===== src/gpcm_pkg.sv =====
// Shared constants and types of the gravity pose cone match unit.
// Used by gpcm_sqrt, the top level, the port checker and the testbench; depends on nothing.
package gpcm_pkg;

  localparam int SAMPLE_BITS = 16;
  localparam int CFG_W       = 16;
  localparam int CONE_W      = 15;
  localparam int SCORE_W     = 16;
  localparam int FRAC_Q14    = 14;
  localparam int FRAC_Q15    = 15;

  localparam int SQ_W   = 2 * SAMPLE_BITS - 1;
  localparam int PROD_W = SAMPLE_BITS + CFG_W;
  localparam int SUM_W  = 2 * SAMPLE_BITS;
  localparam int DOT_W  = PROD_W + 2;
  localparam int MAG_W  = DOT_W - 1;
  localparam int RAD_W  = SUM_W + FRAC_Q14;
  localparam int ROOT_W = (RAD_W + 1) / 2;
  localparam int REM_W  = ROOT_W + 3;
  localparam int NUM_W  = MAG_W + 7;
  localparam int QUO_W  = NUM_W - 15;
  localparam int DREM_W = ROOT_W + 1;
  localparam int COS_W  = QUO_W + 1;
  localparam int DIFF_W = QUO_W + 2;
  localparam int DEN_W  = 16;
  localparam int SQB_W  = FRAC_Q15;

  localparam logic [SUM_W-1:0]   MIN_MAG_SQ = SUM_W'(65536);
  localparam logic [SCORE_W-1:0] ONE_Q15    = SCORE_W'(32768);
  localparam logic [DEN_W:0]     ONE_Q14    = (DEN_W + 1)'(16384);

  localparam logic signed [CFG_W-1:0]  RST_CANON_X = '0;
  localparam logic signed [CFG_W-1:0]  RST_CANON_Y = '0;
  localparam logic signed [CFG_W-1:0]  RST_CANON_Z = CFG_W'(16384);
  localparam logic signed [CONE_W-1:0] RST_CONE    = CONE_W'(14189);
  localparam logic [CFG_W-1:0]         RST_LEVEL   = CFG_W'(16384);

  localparam int IN_W  = 3 * SAMPLE_BITS;
  localparam int OUT_W = ((SCORE_W + 1 + 7) / 8) * 8;

  typedef enum logic [2:0] {
    REG_CANON_X = 3'd0,
    REG_CANON_Y = 3'd1,
    REG_CANON_Z = 3'd2,
    REG_CONE    = 3'd3,
    REG_LEVEL   = 3'd4
  } reg_idx_t;

  typedef struct packed {
    logic             low_mag;
    logic             neg;
    logic [MAG_W-1:0] mag;
  } side_t;

endpackage


===== src/gpcm_sqrt.sv =====
// Pipelined integer square root, one result bit per stage, with a sideband.
// Depends on gpcm_pkg.
module gpcm_sqrt (
  input  logic                           clk,
  input  logic                           rst_n,
  input  logic                           en,
  input  logic                           in_valid,
  input  logic [gpcm_pkg::RAD_W-1:0]     in_rad,
  input  gpcm_pkg::side_t                in_side,
  output logic                           out_valid,
  output logic [gpcm_pkg::ROOT_W-1:0]    out_root,
  output gpcm_pkg::side_t                out_side
);

  localparam int N  = gpcm_pkg::ROOT_W;
  localparam int RW = gpcm_pkg::REM_W;
  localparam int DW = 2 * N;

  logic                vld_r  [N];
  logic [RW-1:0]       rem_r  [N];
  logic [N-1:0]        root_r [N];
  logic [DW-1:0]       rad_r  [N];
  gpcm_pkg::side_t     side_r [N];

  for (genvar k = 0; k < N; k++) begin : g_stage
    logic                prv_vld;
    logic [RW-1:0]       prv_rem;
    logic [N-1:0]        prv_root;
    logic [DW-1:0]       prv_rad;
    gpcm_pkg::side_t     prv_side;
    logic [RW-1:0]       rem_t;
    logic [RW-1:0]       trial;
    logic [RW-1:0]       rem_nxt;
    logic [N-1:0]        root_nxt;

    if (k == 0) begin : g_first
      assign prv_vld  = in_valid;
      assign prv_rem  = '0;
      assign prv_root = '0;
      assign prv_rad  = DW'(in_rad);
      assign prv_side = in_side;
    end else begin : g_next
      assign prv_vld  = vld_r[k-1];
      assign prv_rem  = rem_r[k-1];
      assign prv_root = root_r[k-1];
      assign prv_rad  = rad_r[k-1];
      assign prv_side = side_r[k-1];
    end

    always_comb begin
      rem_t = {prv_rem[RW-3:0], prv_rad[DW-1 -: 2]};
      trial = RW'({prv_root, 2'b01});
      if (rem_t >= trial) begin
        rem_nxt  = rem_t - trial;
        root_nxt = {prv_root[N-2:0], 1'b1};
      end else begin
        rem_nxt  = rem_t;
        root_nxt = {prv_root[N-2:0], 1'b0};
      end
    end

    always_ff @(posedge clk) begin
      if (!rst_n) begin
        vld_r[k] <= 1'b0;
      end else if (en) begin
        vld_r[k] <= prv_vld;
      end
    end

    always_ff @(posedge clk) begin
      if (en) begin
        rem_r[k]  <= rem_nxt;
        root_r[k] <= root_nxt;
        rad_r[k]  <= {prv_rad[DW-3:0], 2'b00};
        side_r[k] <= prv_side;
      end
    end
  end

  assign out_valid = vld_r[N-1];
  assign out_root  = root_r[N-1];
  assign out_side  = side_r[N-1];

endmodule


===== config.mk =====
export PLATFORM = sky130hd
export DESIGN_NAME = gpcm_sqrt
export DESIGN_NICKNAME = d
export VERILOG_FILES = /design/src/gpcm_pkg.sv /design/src/gpcm_sqrt.sv
export SDC_FILE = /design/constraint.sdc
export NUM_CORES = 2
export LEC_CHECK = 0
export BUFFER_PORTS_ARGS = -buffer_cell sky130_fd_sc_hd__buf_2
export CAP_MARGIN = 10
export CORE_MARGIN = 2
export CORE_UTILIZATION = 40
export DETAILED_ROUTE_END_ITERATION = 10
export SLEW_MARGIN = 10
export SYNTH_ARGS = -nofsm -noshare
export SYNTH_HDL_FRONTEND = slang
export SYNTH_SLANG_ARGS = --single-unit

===== constraint.sdc =====
create_clock -name clk -period 6.6 [get_ports clk]
set_input_delay 1.98 -clock clk [delete_from_list [all_inputs] [get_ports clk]]
set_output_delay 1.98 -clock clk [all_outputs]
set_load 0.01 [all_outputs]

==> summary.txt <==
Outcome
  • Outcome: complete, no violations

Critical path
  • CP bufs+invs: 0
  • CP max stage delay: 0.79 ns
  • Reg-to-reg critical path endpoint: rem_r[1][23]
  • Critical path's most frequent cell: o21a_1
  • CP Capture Type: register
  • CP top delay family: simple AND/OR/NAND/NOR gates
  • Reg2reg setup slack: 2.96 ns
  • Crit-path slowest cell: nor4_1
  • Cells along the critical path: ha_1, o21a_1, o21a_1, o21ai_0, a21oi_1, o41a_1, nor4_1, or3b_2, xnor2_1
  • Worst Path Max Fanout: 6
  • Cell depth of the worst flop-to-flop path: 9
  • Crit path DAT: 4.23 ns
  • Worst path required time: 7.19 ns
  • Startpoint Class: register
  • Worst setup path category: register to register
  • R2r startpoint: rem_r[0][182]

Route
  • Residual DRC: 0
  • DR iter-0 viols: 2893
  • Vias/cell: 4.91
  • Vias: 42.8k
  • Final wirelength: 138 mm
  • Wire length per cell: 15.8 um
  • Pre-antenna DRT Iters: 7
  • Routed Antenna Nets: 0

Hold path
  • Hold Crit Endpoint: rad_r[0][328]
  • Min-Delay Path Depth: 0
  • Hold path startpoint: rad_r[0][282]
  • Worst Hold Class: register to register

Clocking
  • Clk buf depth: 3
  • CTS tree: yes
  • Clk Latency, worst-skew pair: 0.87 ns
  • Clock Sinks: 2108
  • Clock root cell: clkbuf_16
  • PostCTS Resize Cnt: 0
  • Setup bufs post-CTS: 0
  • Cts hold-fix bufs: 0
  • Clock transition at path regs: 0.06 ns
  • # H-tree levels: 4
  • TritonCTS buffer count: 214

Timing
  • Final Hold Viols: 0
  • F_max: 275 MHz
  • Slew Limit Headroom: 28.2%
  • Slew Viols, Final: 0
  • Worst Max-Slew Pin Slew: 1.05 ns
  • Clock skew: 0.0527 ns
  • Final Cycle Share: 55.1%
  • Setup TNS: 0 ns
  • Setup Viol. Count Final: 0
  • Crit path time final: 3.64 ns
  • RSZ-0062 raised after global routing: no

Power
  • Sw Ratio: 24.5%
  • Psw: 8.03 mW
  • Comb pwr share: 12.4%
  • Clock power frac: 35.7%
  • Pint: 24.8 mW
  • Sequential fraction of design power: 51.9%
  • Power per cell area: 342 nW/um^2
  • Highest ir drop seen on vdd: 246 uV
  • Leak: 35.3 nW

Floorplan
  • Starting Density: 40.3%
  • # IOs: 144
  • Die area: 215000 sq um
  • Die W: 463 um
  • Row cnt: 168
  • Die height: 463 um
  • Core area: 210000 sq um

Synth
  • Synthesized cell area: 84500 sq um
  • Post-synth EDFFs: 2107
  • Synth area leaders: edfxtp_1, ha_1, xnor2_1
  • Most used standard cell by instance count after synthesis: edfxtp_1
  • Ys flop type: edfxtp_1
  • Yosys reg bits: 2108
  • Sequential area share after synthesis: 74.9%
  • Ys Warns: 0
  • Mapped Nets: 5799
  • Async S/R FF share, synth: 0%
  • Yosys top cell area share: 74.9%
  • Post-Syn Instances: 5414
  • Top post-synthesis cells by count: edfxtp_1, inv_1, nor2_1, a21oi_1, ha_1
  • Dominant cell type by area after synthesis: edfxtp_1
  • Yosys cell types: 78
  • Mean Syn Cell Area: 15.6 sq um

Global routing
  • Tot GR Track Use: 12.7%
  • First-pass GRT wire length: 223 mm
  • Total global routing overflow: 0
  • Largest net degree at the start of global routing: 170
  • Vias in the first global route: 42.6k
  • Initial antenna violation count: 5

Final layout
  • Final #Nets: 6118
  • Share of post-route cells with drive strength above 1: 9.67%
  • Ant. Diodes: 0
  • Area delta synth->final: 13.5%
  • Design Area, Final: 95800 sq um

Placed design
  • Post-DP HPWL: 90.7 mm
  • Port bufs: 143
  • Final estimated routing congestion in global placement: 0.857
  • Area post-placement: 88900 sq um

Run
  • Max-cap check violation count: 0
-- through the flow --
step                worst slack, ns  hold slack [ns]  util, %  power [mW]  instances
floorplan                      3.45            0.400        -        20.0       5414
global placement               2.74            0.400     42.4        21.3       8322
detailed placement             2.70            0.405     42.4        21.4       8322
CTS                            2.97            0.377     45.7        33.3       8718
global route                   2.78            0.390     45.7        34.4       8718
finish                         2.96            0.385     45.7        32.8       8718
-- logic make-up (layout without fill, tap and decap cells) --
| group | Yosys count | count (layout) | share of synthesized area, % |
|---|---|---|---|
| XOR/XNOR | 395 | 395 | 4.10 |
| other | 1 | 1 | 0.00444 |
| AND/OR/NAND/NOR | 1194 | 1194 | 7.05 |
| multiplexers | 54 | 54 | 0.713 |
| buffers and inverters | 449 | 948 | 2.00 |
| AO/OA/AOI/OAI | 913 | 913 | 6.75 |
| adder cells (fa/ha/maj) | 300 | 300 | 4.44 |
| flip-flops | 2108 | 2108 | 74.9 |
-- cell type report --
class                           instances  area [sq um]
Fill cell                           18300        114000
Sequential cell                      2108         63300
Multi-Input combinational cell       2857         19500
Clock buffer                          256          5510
Tap cell                             2805          3510
Clock inverter                        140          1460
Inverter                              367          1380
Timing Repair Buffer                  185          1200
-- registers in the layout, indices dropped and copies added (netlist names) --
signal and flops:
side_r 805, rad_r 506, rem_r 498, root_r 276, vld_r 23
-- routing by layer --
| layer | part of all wire [%] | track usage, % |
|---|---|---|
| met1 | 45 | 16.7 |
| met2 | 48 | 20.9 |
| met3 | 4.3 | 2.35 |
| met4 | 3.3 | 5.18 |
| met5 | 0.0095 | 0 |
-- power by group through the flow --
stage | logic (mW) | registers [mW] | clock network (mW)
finish | 4.07 | 17.0 | 11.7
global route | 4.58 | 17.2 | 12.7
CTS | 4.07 | 17.0 | 12.2
detailed placement | 4.05 | 17.3 | 0
global placement | 4.00 | 17.3 | 0
floorplan | 2.95 | 17.0 | 0
-- worst max path at each step --
| stage | slack, ns | cells past startpoint | startpoint | end |
|---|---|---|---|---|
| after detailed placement | 2.70 | 2 | en | vld_r[1][3] |
| after floorplan | 3.45 | 10 | rem_r[0][30] | rem_r[0][69] |
| after global placement | 2.74 | 2 | en | rem_r[2][119] |
| after CTS | 2.97 | 9 | rem_r[0][182] | rem_r[1][21] |
| after global routing | 2.78 | 9 | rem_r[1][26] | rem_r[1][69] |
| final | 2.96 | 9 | rem_r[0][182] | rem_r[1][23] |
-- cells in the final DEF, fill, tap and decap left out, drive strengths merged, types with 42 or more instances in the layout --
cell	Yosys	layout
xnor2	223	223
a21o	111	111
buf	9	185
nor2	325	325
nand2b	53	53
clkbuf	73	256
or3	50	50
o21ai	198	198
nand4	56	56
nand3	78	78
edfxtp	2107	2107
nor4	58	58
mux2	49	49
nor3	93	93
clkinv	0	107
nand2	267	267
o21a	60	60
a21oi	304	304
xor2	172	172
ha	300	300
and3	42	42
inv	367	373
Power figures use the tool's default switching activity.
